--- src/hw/rtl/lpws_pkg.sv ---
package lpws_pkg;

    localparam int COLOR_CHANNELS   = 3;
    localparam int BITS_PER_CHANNEL = 8;
    localparam int MAX_CHANNELS     = 4;
    localparam int FRAME_BITS       = COLOR_CHANNELS * BITS_PER_CHANNEL;
    localparam int BIT_POS_W        = $clog2(FRAME_BITS);
    localparam int TICK_W           = 10;
    localparam int LATCH_W          = 16;
    localparam int COUNT_W          = 16;
    localparam int CFG_INDEX_W      = 3;
    localparam int CFG_DATA_W       = 16;
    localparam int IN_TDATA_W       = 24;
    localparam int OUT_TDATA_W      = 8;
    localparam int QUEUE_DEPTH      = 4;
    localparam int QUEUE_PTR_W      = $clog2(QUEUE_DEPTH);
    localparam int QUEUE_CNT_W      = $clog2(QUEUE_DEPTH + 1);

    localparam logic [TICK_W-1:0]  ZERO_HIGH_RST = TICK_W'(64);
    localparam logic [TICK_W-1:0]  ZERO_LOW_RST  = TICK_W'(136);
    localparam logic [TICK_W-1:0]  ONE_HIGH_RST  = TICK_W'(128);
    localparam logic [TICK_W-1:0]  ONE_LOW_RST   = TICK_W'(72);
    localparam logic [LATCH_W-1:0] LATCH_RST     = LATCH_W'(48000);

    typedef enum logic [CFG_INDEX_W-1:0] {
        REG_LINE_ENABLE = 3'd0,
        REG_ZERO_HIGH   = 3'd1,
        REG_ZERO_LOW    = 3'd2,
        REG_ONE_HIGH    = 3'd3,
        REG_ONE_LOW     = 3'd4,
        REG_LATCH       = 3'd5
    } cfg_reg_t;

    typedef enum logic {
        OP_TICK = 1'b0,
        OP_LOAD = 1'b1
    } op_t;

    typedef struct packed {
        logic               line_enable;
        logic [TICK_W-1:0]  zero_high_ticks;
        logic [TICK_W-1:0]  zero_low_ticks;
        logic [TICK_W-1:0]  one_high_ticks;
        logic [TICK_W-1:0]  one_low_ticks;
        logic [LATCH_W-1:0] latch_ticks;
    } cfg_t;

    typedef struct packed {
        op_t                   op;
        logic [FRAME_BITS-1:0] frame;
    } item_t;

    typedef struct packed {
        logic load_dropped;
        logic load_taken;
        logic busy_res;
        logic line_level;
    } result_t;

    function automatic logic [FRAME_BITS-1:0] pack_frame(
        input logic [BITS_PER_CHANNEL-1:0] red,
        input logic [BITS_PER_CHANNEL-1:0] green,
        input logic [BITS_PER_CHANNEL-1:0] blue
    );
        logic [BITS_PER_CHANNEL-1:0] ch [MAX_CHANNELS];
        logic [FRAME_BITS-1:0]       f;
        ch[0] = red;
        ch[1] = green;
        ch[2] = blue;
        ch[3] = '0;
        f = '0;
        for (int c = 0; c < COLOR_CHANNELS; c++)
        begin
            f = (f << BITS_PER_CHANNEL) | FRAME_BITS'(ch[c]);
        end
        return f;
    endfunction

endpackage

--- src/hw/rtl/led_pulse_width_serializer_unit.sv ---
// channel   dir  handshake           payload
// s_*       in   s_tvalid/s_tready   tdata: red, green, blue; tuser: op (0 tick, 1 load)
// m_*       out  m_tvalid/m_tready   tdata: line_level, busy_res, load_taken, load_dropped
// cfg_*     in   cfg_wr_en           cfg_index selects register, cfg_data value
//
// One word in and one word out per clock while neither side stalls.
// Each word passes through the input register, a four-entry queue and the output register.
// Reset clears the line state, the queue and the registers to their defaults.
// Either side may stall; six words (four in the queue) are held before s_tready falls.
module led_pulse_width_serializer_unit (
    input  logic                                 clk,
    input  logic                                 rst_n,
    input  logic                                 s_tvalid,
    output logic                                 s_tready,
    input  logic [lpws_pkg::IN_TDATA_W-1:0]      s_tdata,   // red, green, blue
    input  logic                                 s_tuser,   // op
    output logic                                 m_tvalid,
    input  logic                                 m_tready,
    output logic [lpws_pkg::OUT_TDATA_W-1:0]     m_tdata,   // line_level, busy_res,
                                                            // load_taken, load_dropped
    input  logic                                 cfg_wr_en,
    input  logic [lpws_pkg::CFG_INDEX_W-1:0]     cfg_index,
    input  logic [lpws_pkg::CFG_DATA_W-1:0]      cfg_data
);

    lpws_pkg::cfg_t  cfg_reg;
    lpws_pkg::item_t front_item;
    lpws_pkg::item_t queue_item;
    logic            front_valid;
    logic            front_ready;
    logic            queue_valid;
    logic            queue_ready;

    always_ff @(posedge clk or negedge rst_n)
    begin
        if (!rst_n)
        begin
            cfg_reg.line_enable     <= 1'b0;
            cfg_reg.zero_high_ticks <= lpws_pkg::ZERO_HIGH_RST;
            cfg_reg.zero_low_ticks  <= lpws_pkg::ZERO_LOW_RST;
            cfg_reg.one_high_ticks  <= lpws_pkg::ONE_HIGH_RST;
            cfg_reg.one_low_ticks   <= lpws_pkg::ONE_LOW_RST;
            cfg_reg.latch_ticks     <= lpws_pkg::LATCH_RST;
        end
        else if (cfg_wr_en)
        begin
            case (lpws_pkg::cfg_reg_t'(cfg_index))
                lpws_pkg::REG_LINE_ENABLE: cfg_reg.line_enable <= cfg_data[0];
                lpws_pkg::REG_ZERO_HIGH:
                    cfg_reg.zero_high_ticks <= cfg_data[lpws_pkg::TICK_W-1:0];
                lpws_pkg::REG_ZERO_LOW:
                    cfg_reg.zero_low_ticks <= cfg_data[lpws_pkg::TICK_W-1:0];
                lpws_pkg::REG_ONE_HIGH:
                    cfg_reg.one_high_ticks <= cfg_data[lpws_pkg::TICK_W-1:0];
                lpws_pkg::REG_ONE_LOW:
                    cfg_reg.one_low_ticks <= cfg_data[lpws_pkg::TICK_W-1:0];
                lpws_pkg::REG_LATCH:
                    cfg_reg.latch_ticks <= cfg_data[lpws_pkg::LATCH_W-1:0];
                default: ;
            endcase
        end
    end

    lpws_front u_front (
        .clk        (clk),
        .rst_n      (rst_n),
        .s_tvalid   (s_tvalid),
        .s_tready   (s_tready),
        .s_tdata    (s_tdata),
        .s_tuser    (s_tuser),
        .item_valid (front_valid),
        .item_ready (front_ready),
        .item       (front_item)
    );

    lpws_queue u_queue (
        .clk      (clk),
        .rst_n    (rst_n),
        .wr_valid (front_valid),
        .wr_ready (front_ready),
        .wr_item  (front_item),
        .rd_valid (queue_valid),
        .rd_ready (queue_ready),
        .rd_item  (queue_item)
    );

    lpws_back u_back (
        .clk        (clk),
        .rst_n      (rst_n),
        .cfg        (cfg_reg),
        .item_valid (queue_valid),
        .item_ready (queue_ready),
        .item       (queue_item),
        .m_tvalid   (m_tvalid),
        .m_tready   (m_tready),
        .m_tdata    (m_tdata)
    );

endmodule

--- src/hw/rtl/lpws_front.sv ---
module lpws_front (
    input  logic                               clk,
    input  logic                               rst_n,
    input  logic                               s_tvalid,
    output logic                               s_tready,
    input  logic [lpws_pkg::IN_TDATA_W-1:0]    s_tdata,
    input  logic                               s_tuser,
    output logic                               item_valid,
    input  logic                               item_ready,
    output lpws_pkg::item_t                    item
);

    logic            valid_reg;
    lpws_pkg::item_t item_reg;
    lpws_pkg::item_t item_next;

    assign s_tready   = !valid_reg || item_ready;
    assign item_valid = valid_reg;
    assign item       = item_reg;

    // classify and pack the color frame
    always_comb
    begin
        item_next.op    = lpws_pkg::op_t'(s_tuser);
        item_next.frame = lpws_pkg::pack_frame(s_tdata[7:0], s_tdata[15:8], s_tdata[23:16]);
    end

    always_ff @(posedge clk or negedge rst_n)
    begin
        if (!rst_n)
        begin
            valid_reg <= 1'b0;
        end
        else if (s_tready)
        begin
            valid_reg <= s_tvalid;
        end
    end

    always_ff @(posedge clk)
    begin
        if (s_tvalid && s_tready)
        begin
            item_reg <= item_next;
        end
    end

endmodule

--- src/hw/rtl/lpws_queue.sv ---
module lpws_queue (
    input  logic            clk,
    input  logic            rst_n,
    input  logic            wr_valid,
    output logic            wr_ready,
    input  lpws_pkg::item_t wr_item,
    output logic            rd_valid,
    input  logic            rd_ready,
    output lpws_pkg::item_t rd_item
);

    lpws_pkg::item_t                    mem [lpws_pkg::QUEUE_DEPTH];
    logic [lpws_pkg::QUEUE_PTR_W-1:0]   wr_ptr_reg;
    logic [lpws_pkg::QUEUE_PTR_W-1:0]   rd_ptr_reg;
    logic [lpws_pkg::QUEUE_CNT_W-1:0]   count_reg;
    logic                               push;
    logic                               pop;

    assign wr_ready = count_reg != lpws_pkg::QUEUE_CNT_W'(lpws_pkg::QUEUE_DEPTH);
    assign rd_valid = count_reg != '0;
    assign rd_item  = mem[rd_ptr_reg];
    assign push     = wr_valid && wr_ready;
    assign pop      = rd_valid && rd_ready;

    always_ff @(posedge clk or negedge rst_n)
    begin
        if (!rst_n)
        begin
            wr_ptr_reg <= '0;
            rd_ptr_reg <= '0;
            count_reg  <= '0;
        end
        else
        begin
            if (push)
            begin
                wr_ptr_reg <= wr_ptr_reg + 1'b1;
            end
            if (pop)
            begin
                rd_ptr_reg <= rd_ptr_reg + 1'b1;
            end
            if (push && !pop)
            begin
                count_reg <= count_reg + 1'b1;
            end
            else if (pop && !push)
            begin
                count_reg <= count_reg - 1'b1;
            end
        end
    end

    always_ff @(posedge clk)
    begin
        if (push)
        begin
            mem[wr_ptr_reg] <= wr_item;
        end
    end

endmodule

--- src/hw/rtl/lpws_back.sv ---
module lpws_back (
    input  logic                                clk,
    input  logic                                rst_n,
    input  lpws_pkg::cfg_t                      cfg,
    input  logic                                item_valid,
    output logic                                item_ready,
    input  lpws_pkg::item_t                     item,
    output logic                                m_tvalid,
    input  logic                                m_tready,
    output logic [lpws_pkg::OUT_TDATA_W-1:0]    m_tdata
);

    typedef enum logic [1:0] {
        PH_IDLE  = 2'd0,
        PH_HIGH  = 2'd1,
        PH_LOW   = 2'd2,
        PH_LATCH = 2'd3
    } phase_t;

    phase_t                               phase_reg, phase_next, phase_eff;
    logic [lpws_pkg::BIT_POS_W-1:0]       bit_pos_reg, bit_pos_next, bit_pos_eff;
    logic [lpws_pkg::COUNT_W-1:0]         count_reg, count_next, count_eff, count_inc;
    logic [lpws_pkg::FRAME_BITS-1:0]      frame_reg, frame_next, frame_eff;
    logic [lpws_pkg::COUNT_W-1:0]         phase_len;
    logic                                 cur_bit;
    logic                                 pop;
    logic                                 m_valid_reg;
    lpws_pkg::result_t                    res_reg, res_next;

    assign item_ready = !m_valid_reg || m_tready;
    assign pop        = item_valid && item_ready;
    assign m_tvalid   = m_valid_reg;
    assign m_tdata    = lpws_pkg::OUT_TDATA_W'(res_reg);

    always_comb
    begin
        // a disabled line drops back to idle on the next word
        phase_eff   = cfg.line_enable ? phase_reg : PH_IDLE;
        bit_pos_eff = cfg.line_enable ? bit_pos_reg : '0;
        count_eff   = cfg.line_enable ? count_reg : '0;
        frame_eff   = cfg.line_enable ? frame_reg : '0;
        cur_bit     = frame_eff[lpws_pkg::FRAME_BITS-1];
        count_inc   = count_eff + 1'b1;

        unique case (phase_eff)
            PH_HIGH:  phase_len = lpws_pkg::COUNT_W'(cur_bit ? cfg.one_high_ticks
                                                             : cfg.zero_high_ticks);
            PH_LOW:   phase_len = lpws_pkg::COUNT_W'(cur_bit ? cfg.one_low_ticks
                                                             : cfg.zero_low_ticks);
            default:  phase_len = cfg.latch_ticks;
        endcase

        phase_next   = phase_reg;
        bit_pos_next = bit_pos_reg;
        count_next   = count_reg;
        frame_next   = frame_reg;

        res_next.line_level   = cfg.line_enable && (phase_reg == PH_HIGH);
        res_next.load_taken   = 1'b0;
        res_next.load_dropped = 1'b0;

        if (pop)
        begin
            phase_next   = phase_eff;
            bit_pos_next = bit_pos_eff;
            count_next   = count_eff;
            frame_next   = frame_eff;

            if (item.op == lpws_pkg::OP_LOAD)
            begin
                if (!cfg.line_enable || phase_eff != PH_IDLE)
                begin
                    res_next.load_dropped = 1'b1;
                end
                else
                begin
                    frame_next          = item.frame;
                    bit_pos_next        = '0;
                    count_next          = '0;
                    phase_next          = PH_HIGH;
                    res_next.load_taken = 1'b1;
                end
            end
            else if (phase_eff != PH_IDLE)
            begin
                if (count_inc != '0 && count_inc < phase_len)
                begin
                    count_next = count_inc;
                end
                else
                begin
                    count_next = '0;
                    unique case (phase_eff)
                        PH_HIGH:
                        begin
                            phase_next = PH_LOW;
                        end
                        PH_LOW:
                        begin
                            if (bit_pos_eff ==
                                lpws_pkg::BIT_POS_W'(lpws_pkg::FRAME_BITS - 1))
                            begin
                                phase_next = PH_LATCH;
                            end
                            else
                            begin
                                bit_pos_next = bit_pos_eff + 1'b1;
                                frame_next   = frame_eff << 1;
                                phase_next   = PH_HIGH;
                            end
                        end
                        default:
                        begin
                            phase_next   = PH_IDLE;
                            bit_pos_next = '0;
                            frame_next   = '0;
                        end
                    endcase
                end
            end
        end

        res_next.busy_res = phase_next != PH_IDLE;
    end

    always_ff @(posedge clk or negedge rst_n)
    begin
        if (!rst_n)
        begin
            phase_reg   <= PH_IDLE;
            bit_pos_reg <= '0;
            count_reg   <= '0;
            frame_reg   <= '0;
            m_valid_reg <= 1'b0;
            res_reg     <= '0;
        end
        else
        begin
            phase_reg   <= phase_next;
            bit_pos_reg <= bit_pos_next;
            count_reg   <= count_next;
            frame_reg   <= frame_next;
            if (pop)
            begin
                m_valid_reg <= 1'b1;
                res_reg     <= res_next;
            end
            else if (m_tready)
            begin
                m_valid_reg <= 1'b0;
            end
        end
    end

endmodule

--- config.mk ---
export PLATFORM = sky130hd
export DESIGN_NAME = led_pulse_width_serializer_unit
export DESIGN_NICKNAME = d
export VERILOG_FILES = /design/src/hw/rtl/lpws_pkg.sv /design/src/hw/rtl/led_pulse_width_serializer_unit.sv /design/src/hw/rtl/lpws_front.sv /design/src/hw/rtl/lpws_queue.sv /design/src/hw/rtl/lpws_back.sv
export SDC_FILE = /design/constraint.sdc
export NUM_CORES = 1
export LEC_CHECK = 0
export BUFFER_PORTS_ARGS = -buffer_cell sky130_fd_sc_hd__buf_2
export CAP_MARGIN = 10
export CORE_ASPECT_RATIO = 1.2
export CORE_MARGIN = 1
export CORE_UTILIZATION = 35
export DETAILED_ROUTE_END_ITERATION = 10
export PLACE_DENSITY_LB_ADDON = 0.08
export SYNTH_ARGS = -nofsm -noshare
export SYNTH_HDL_FRONTEND = slang
export SYNTH_SLANG_ARGS = --single-unit
--- constraint.sdc ---
create_clock -name clk -period 5.7 [get_ports clk]
set_clock_uncertainty 0.05 [all_clocks]
set_input_delay 0.285 -clock clk [delete_from_list [all_inputs] [get_ports clk]]
set_output_delay 0.285 -clock clk [all_outputs]
set_load 0.01 [all_outputs]
==> metrics.md, run 1 <==
| Metric | Value |
|---|---|
| Status | `completed` |
| Sequential share of the synthesized area | `between 60% and 70%` |
| Vias in the first global route | `7291` |
| Die area | `0.03240 sq mm` |
| Fin crit period | `4.986 ns` |
| Total CTS buffers | `27` |
| Clock sink total | `about 240` |
| Nets | `960` |
| CTS tree | `built` |
| Post-synth top area share | `33.85%` |
| Tot GR Track Use | `between 10% and 20%` |
| Pwr/cell area | `between 400 and 500 mW/mm^2` |
| Ports | `between 50 and 60` |
| Multi-input gate area | `0.004124 sq mm` |
| Most frequent cells in the layout | `edfxtp_1 (125), dfrtp_1 (104), nand2_1 (65), mux2_2 (58), buf_2 (53)` |
| Routed vias | `between 6000 and 7000` |
| Worst Path Required | `roughly 6.1 ns` |
| Worst Setup Start Kind | `register` |
| Post-Place Cells | `1213` |
| Antenna diodes | `0` |
| Synthesis-stage register bit count | `242` |
| Post-synth EDFFs | `between 100 and 150` |
| Type of the worst setup path | `register to register` |
| ANT nets after route | `0` |
| Cell Area, Synth | `about 0.011 sq mm` |
| Async set-or-reset flop fraction in the synthesized netlist | `roughly 48%` |
| TNS Setup | `0 ns` |
| Gpl congestion | `roughly 0.84` |
| Final wirelength | `~24 mm` |
| Core footprint | `0.03127 sq mm` |
| Area grow syn2layout | `18.42%` |
| Worst VDD drop | `0.2197 mV` |
| Hold Path Class | `primary input to register` |
| Max cap viols | `0` |
| Most common cell after layout, fill and taps aside | `edfxtp_1` |
| Drt first pass iters | `4` |
| Fin. Hold Viols | `0` |
| P_leak | `5.125 nW` |
| Yosys warning total | `0` |
| DR iter-0 viols | `between 300 and 400` |
| RSZ-0062 raised after global routing | `no` |
| Worst Tran Pin Value | `about 1.1 ns` |
| Primary FF master, synth | `edfxtp_1` |
| Avg WL per Cell | `18.67 microns` |
| Fill cells | `2887` |
| Post-Synthesis Cells | `785` |
| Clk Latency, worst-skew pair | `0.54 ns` |
| CP Capture Type | `register` |
| Largest net degree at the start of global routing | `between 70 and 80` |
| Pins Over Slew Limit | `0` |
| Top cells by area, synth | `edfxtp_1 (34%), dfrtp_1 (23%), mux2_2 (5.9%), mux4_2 (5.1%), dfstp_2 (3.1%)` |
| Max-slew headroom | `around a quarter` |
| Fmax | `around 0.20 GHz` |
| Initial Utilization | `between 30 and 40%` |
| Cell Rows | `just over 70` |
| Share of cells above drive strength 1 | `between 20% and 30%` |
| Register Area | `~0.0067 sq mm` |
| Synth cell types | `slightly below 70` |
| WP data arrival | `about 5.3 ns` |
| Post-CTS resize count | `0` |
| Max FFs per register | `100` |
| Worst Path Max Fanout | `32` |
| First-pass GRT wire length | `just under 40 mm` |
| Residual DRC | `0` |
| Yosys top cell by area | `edfxtp_1` |
| Grt ovf | `0` |
| CTS Buffer Depth | `3` |
| Period utilization | `~90%` |
| Per-instance average area after synthesis | `14.13 sq um` |
| H-tree level count | `1` |
| Hpwl dp | `15.68 mm` |
| Height of the die | `about 200 microns` |
| PortBufs | `54` |
| Width of the die | `164.5 microns` |
| CTS Root Cell | `clkbuf_16` |
| Antenna violations before repair | `0` |
| Clock slew at reported path FFs | `roughly 0.06 ns` |
| Non-Filler Instances | `approximately 1300` |
| Final setup violating endpoints | `0` |
| Vias per inst | `approximately 5.2` |
-- critical path, cell delays in order (launching register included) --
cell	delay [ns]
dfrtp_1	0.69
nand2_1	0.27
ha_1	1.00
o221ai_1	0.24
o21ai_0	0.14
ha_1	0.28
a21o_1	0.16
a21oi_1	0.27
nand4_1	0.25
a31oi_4	0.27
a31oi_1	0.18
and3_1	0.55
a221o_1	0.48
-- stage by stage --
step / total power, mW / area, sq um / setup WS (ns) / utilization, % / hold WS [ns]
after floorplan: 3.433 / 11100 / 1.205 / - / -0.06059
after global placement: 3.804 / 11760 / 0.6774 / 37.60 / 0.4124
after detailed placement: 3.863 / 11760 / 0.5661 / 37.60 / 0.4131
after CTS: 5.749 / 13130 / 0.5611 / 41.99 / 0.2423
after global routing: 5.960 / 13130 / 0.2037 / 41.99 / 0.2833
final: 5.641 / 13130 / 0.7142 / 41.99 / 0.2517
-- synthesized netlist by cell type (2+ instances only) --
| master | n |
|---|---|
| mux2i_1 | 21 |
| ha_1 | 25 |
| mux2_2 | 58 |
| a32o_1 | 2 |
| o21ai_0 | 30 |
| or2_2 | 3 |
| a221o_1 | 23 |
| buf_4 | 4 |
| o221ai_1 | 10 |
| a22oi_1 | 13 |
| nor3_1 | 9 |
| inv_1 | 15 |
| buf_2 | 5 |
| nor4_1 | 3 |
| o2bb2ai_1 | 2 |
| a31oi_1 | 4 |
| clkbuf_1 | 24 |
| nand2_1 | 65 |
| mux4_2 | 25 |
| and3b_1 | 2 |
| nand4_4 | 2 |
| a31oi_4 | 2 |
| o21a_1 | 2 |
| xnor2_1 | 12 |
| a21oi_1 | 9 |
| o211ai_1 | 3 |
| dfstp_2 | 13 |
| edfxtp_1 | 125 |
| xor2_1 | 10 |
| a21o_1 | 2 |
| nand2b_1 | 11 |
| nor2b_1 | 28 |
| buf_6 | 6 |
| nand4_1 | 5 |
| dfrtp_1 | 104 |
| buf_1 | 5 |
| nor2_1 | 24 |
| a22o_1 | 25 |
| nand3_1 | 16 |
| o31ai_1 | 2 |
| and2_1 | 8 |
-- power breakdown --
group	internal (mW)	total [mW]	switching, mW
sequential	2.28	2.48	0.197
clock	1.14	1.83	0.693
combinational	0.609	1.33	0.723
total	4.03	5.64	1.61
-- cell families (layout without fill, tap and decap cells) --
| group | count (synthesis) | in the layout | share of synthesized area, % |
|---|---|---|---|
| xor gates and xnor gates | 22 | 22 | 1.738 |
| other | 1 | 4 | 0.03382 |
| and+or+nand+nor | 186 | 186 | 8.870 |
| buffers and inverters | 59 | 176 | 2.595 |
| AOI/OAI and AO/OA | 144 | 144 | 10.40 |
| adders and majority gates | 27 | 27 | 3.092 |
| DFF | 242 | 242 | 60.40 |
| muxes | 104 | 104 | 12.86 |
-- routing by layer --
layer / vias up / routed length (microns) / track usage (%)
met5: - / 0 / 0
met4: 0 / 493 / 4.179
met1: 3434 / 10470 / 19.28
met2: 115 / 12640 / 27.97
li1: 3183 / - / -
met3: 37 / 772 / 2.062
-- final cells by class --
| type | count | area share, % |
|---|---|---|
| multi-input combinational | 487 | 31.41 |
| inverter | 15 | 0.4288 |
| tap | 401 | 3.821 |
| timing repair buffer | 112 | 6.232 |
| clock inverter | 18 | 1.839 |
| clock buffer | 31 | 5.260 |
| sequential | 242 | 51.01 |
-- what timing repair did --
action	4_1_cts	5_1_grt
hold buffers	44	0
endpoints found under the hold margin	150	0
buffers inserted	0	0
-- path summary, 6_finish.rpt --
kind | slack [ns] | from | to | depth (start not counted)
min | 0.25 | cfg_index[1] | cfg_reg[56]$_DFFE_PN0P_ | 4
max | 0.71 | cfg_reg[56]$_DFFE_PN0P_ | u_back.frame_reg[4]$_DFFE_PN0P_ | 12
max reg2reg | 0.71 | cfg_reg[56]$_DFFE_PN0P_ | u_back.frame_reg[4]$_DFFE_PN0P_ | 12
max in group asynchronous | 4.06 | rst_n | cfg_reg[31]$_DFFE_PN0P_ | 3
min reg2reg | 0.43 | u_back.m_tdata[3]$_DFFE_PN0P_ | u_back.m_tdata[3]$_DFFE_PN0P_ | 2
min in group asynchronous | 0.38 | rst_n | u_back.count_reg[13]$_DFFE_PN0P_ | 2
Note: power is estimated with default switching activity, not from simulation.
==> inputs of run 2 (changes only) <==
Clock period 5.7 ns to 4.5 ns, I/O delays scaled along.
==> run 2 against run 1 <==
Setup slack got worse by 0.43 ns; critical path depth increased by 4; global-route usage increased by 0.33 points; die area unchanged; worst hold slack got worse by 0.073 ns; critical endpoint is now u_back.bit_pos_reg[4]$_DFFE_PN0P_; largest power group unchanged; highest routed layer unchanged.
==> metrics.md, run 2 (synthesized netlist as in run 1, its figures left out) <==
| Metric | Value |
|---|---|
| Status | `completed` |
| WP data arrival | `roughly 4.7 ns` |
| Fmax | `0.2372 GHz` |
| Most common cell after layout, fill and taps aside | `edfxtp_1` |
| H-tree level count | `1` |
| Total power | `roughly 7.4 mW` |
| Most frequent cells in the layout | `edfxtp_1 (125), dfrtp_1 (104), nand2_1 (65), mux2_2 (58), buf_2 (53)` |
| PortBufs | `54` |
| CTS tree | `built` |
| Sink of the worst hold path | `cfg_reg[56]$_DFFE_PN0P_` |
| Grt ovf | `0` |
| Worst Tran Pin Value | `approximately 1.1 ns` |
| CP cell instances | `buf_4 -> and2_1 -> ha_1 -> nand2_1 -> nor4_1 -> mux2i_2 -> ha_1 -> nand4_1 -> nor2_1 -> nand2_1 -> a21oi_1 -> a31oi_4 -> a31oi_1 -> and3_1 -> buf_4 -> a32o_1` |
| Routed vias | `6887` |
| Clk Latency, worst-skew pair | `~0.55 ns` |
| Share of cells above drive strength 1 | `a little over a quarter` |
| Final wirelength | `between 20 and 30 mm` |
| Cell Rows | `71` |
| Initial Utilization | `between 30% and 40%` |
| TNS Setup | `0 ns` |
| Max cap viols | `0` |
| Fin. Hold Viols | `0` |
| Fin crit period | `about 4.2 ns` |
| Hold Startpoint | `cfg_index[1]` |
| CP Depth | `16` |
| Period utilization | `93.69%` |
| Worst Path Max Fanout | `26` |
| Largest stage delay, worst path | `roughly 0.5 ns` |
| Vias in the first global route | `slightly above 7000` |
| Hold path cells | `4` |
| Nets | `974` |
| Reg-to-Reg End | `u_back.bit_pos_reg[4]$_DFFE_PN0P_` |
| Width of the die | `between 150 and 200 microns` |
| Max FFs per register | `100` |
| Die area | `around 0.032 sq mm` |
| Core footprint | `about 0.031 sq mm` |
| Clock slew at reported path FFs | `~0.07 ns` |
| Largest net degree at the start of global routing | `approximately 60` |
| Total CTS buffers | `28` |
| Max-slew headroom | `roughly a quarter` |
| Final setup violating endpoints | `0` |
| Pins Over Slew Limit | `0` |
| Hpwl dp | `between 15 and 20 mm` |
| FF-to-FF setup slack | `between 0.2 and 0.3 ns` |
| Delay-heaviest family, CP | `simple AND/OR/NAND/NOR gates` |
| ANT nets after route | `0` |
| Hold Path Class | `primary input to register` |
| Clock sink total | `242` |
| CTS Buffer Depth | `3` |
| Tot GR Track Use | `approximately 16%` |
| CTS Root Cell | `clkbuf_16` |
| Residual DRC | `0` |
| CP Capture Type | `register` |
| DR iter-0 viols | `around 290` |
| Gpl congestion | `about 0.8` |
| Height of the die | `197.0 microns` |
| Worst VDD drop | `~0.35 mV` |
| Antenna diodes | `0` |
| RSZ-0062 raised after global routing | `no` |
| Avg WL per Cell | `between 15 and 20 microns` |
| Type of the worst setup path | `register to register` |
| R2r worst-path depth | `16` |
| First-pass GRT wire length | `between 30 and 40 mm` |
| Crit-path slowest cell | `dfrtp_1` |
| Worst r2r src | `cfg_reg[56]$_DFFE_PN0P_` |
| Pwr/cell area | `~550 mW/mm^2` |
| Vias per inst | `roughly 5.2` |
| Area grow syn2layout | `20.31%` |
| P_leak | `about 5.2 nW` |
| Worst path bufs/invs | `2` |
| Drt first pass iters | `6` |
| Worst Path Required | `~5 ns` |
| Antenna violations before repair | `0` |
| Worst Setup Start Kind | `register` |
| Ports | `59` |
==> run 2: cell types whose count changed in the layout (fill, tap and decap cells not counted) <==
cell	previous run	this run
bufinv_16	6	7
mux2i_1	21	20
buf_12	0	1
buf_4	15	27
clkinvlp_4	1	4
inv_6	1	0
mux2i_2	0	1
clkinv_1	4	1
clkinv_2	6	5
clkbuf_8	0	2
clkinv_8	0	1
clkbuf_16	27	28
==> run 2: repair_timing <==
action / in CTS / in global routing
setup buffers: 0 / 1
hold buffers: 44 / 0
gates resized for setup: 0 / 2
endpoints found under the hold margin: 137 / 0
setup endpoints to repair: 0 / 26
==> run 2: worst max path at each step <==
stage                             from                                 to
2_1_floorplan  cfg_reg[56]$_DFFE_PN0P_   u_back.frame_reg[16]$_DFFE_PN0P_
3_3_place_gp   cfg_reg[56]$_DFFE_PN0P_    u_back.frame_reg[7]$_DFFE_PN0P_
3_5_place_dp   cfg_reg[56]$_DFFE_PN0P_  u_back.bit_pos_reg[4]$_DFFE_PN0P_
4_1_cts        cfg_reg[56]$_DFFE_PN0P_  u_back.bit_pos_reg[4]$_DFFE_PN0P_
5_1_grt        cfg_reg[56]$_DFFE_PN0P_  u_back.bit_pos_reg[4]$_DFFE_PN0P_
6_report       cfg_reg[56]$_DFFE_PN0P_  u_back.bit_pos_reg[4]$_DFFE_PN0P_
==> run 2: cell type report <==
class / count / area, sq um
fillers: 2905 / 17930
flip-flops and latches: 242 / 6698
multi-input cells: 487 / 4128
repair buffers: 125 / 928.4
clock buffers: 34 / 743.2
well taps: 401 / 501.7
clock inverters: 18 / 285.3
inverters: 15 / 56.30
==> run 2: worst register-to-register path, stage by stage, from the launching register on <==
cell and delay [ns]:
dfrtp_1 0.50, buf_4 0.19, and2_1 0.14, ha_1 0.25, nand2_1 0.19, nor4_1 0.42
mux2i_2 0.35, ha_1 0.18, nand4_1 0.10, nor2_1 0.22, nand2_1 0.09, a21oi_1 0.22
a31oi_4 0.16, a31oi_1 0.36, and3_1 0.21, buf_4 0.29, a32o_1 0.25
==> run 2: metrics by stage <==
step / instances / utilization, % / area [sq um] / hold WS, ns / worst slack [ns]
after floorplan: 788 / - / 11100 / -0.1206 / 0.005095
after global placement: 1225 / 37.91 / 11860 / 0.3020 / 0.1672
after detailed placement: 1225 / 37.91 / 11860 / 0.3101 / 0.2402
after CTS: 1321 / 42.61 / 13320 / 0.1464 / 0.1673
after global routing: 1322 / 42.66 / 13340 / 0.1922 / 0.003348
final: 1322 / 42.66 / 13340 / 0.1786 / 0.2841
==> run 2: where the power goes <==
| part | switching, mW | total, mW | internal (mW) |
|---|---|---|---|
| Clock | 0.919 | 2.50 | 1.58 |
| Combinational | 0.923 | 1.72 | 0.798 |
| Sequential | 0.259 | 3.15 | 2.89 |
==> run 2: routing by layer <==
layer / track usage [%] / wire [microns]
met1: 19.58 / 10630
met2: 28.66 / 13100
met3: 2.168 / 800
met4: 4.213 / 534
met5: 0 / 0
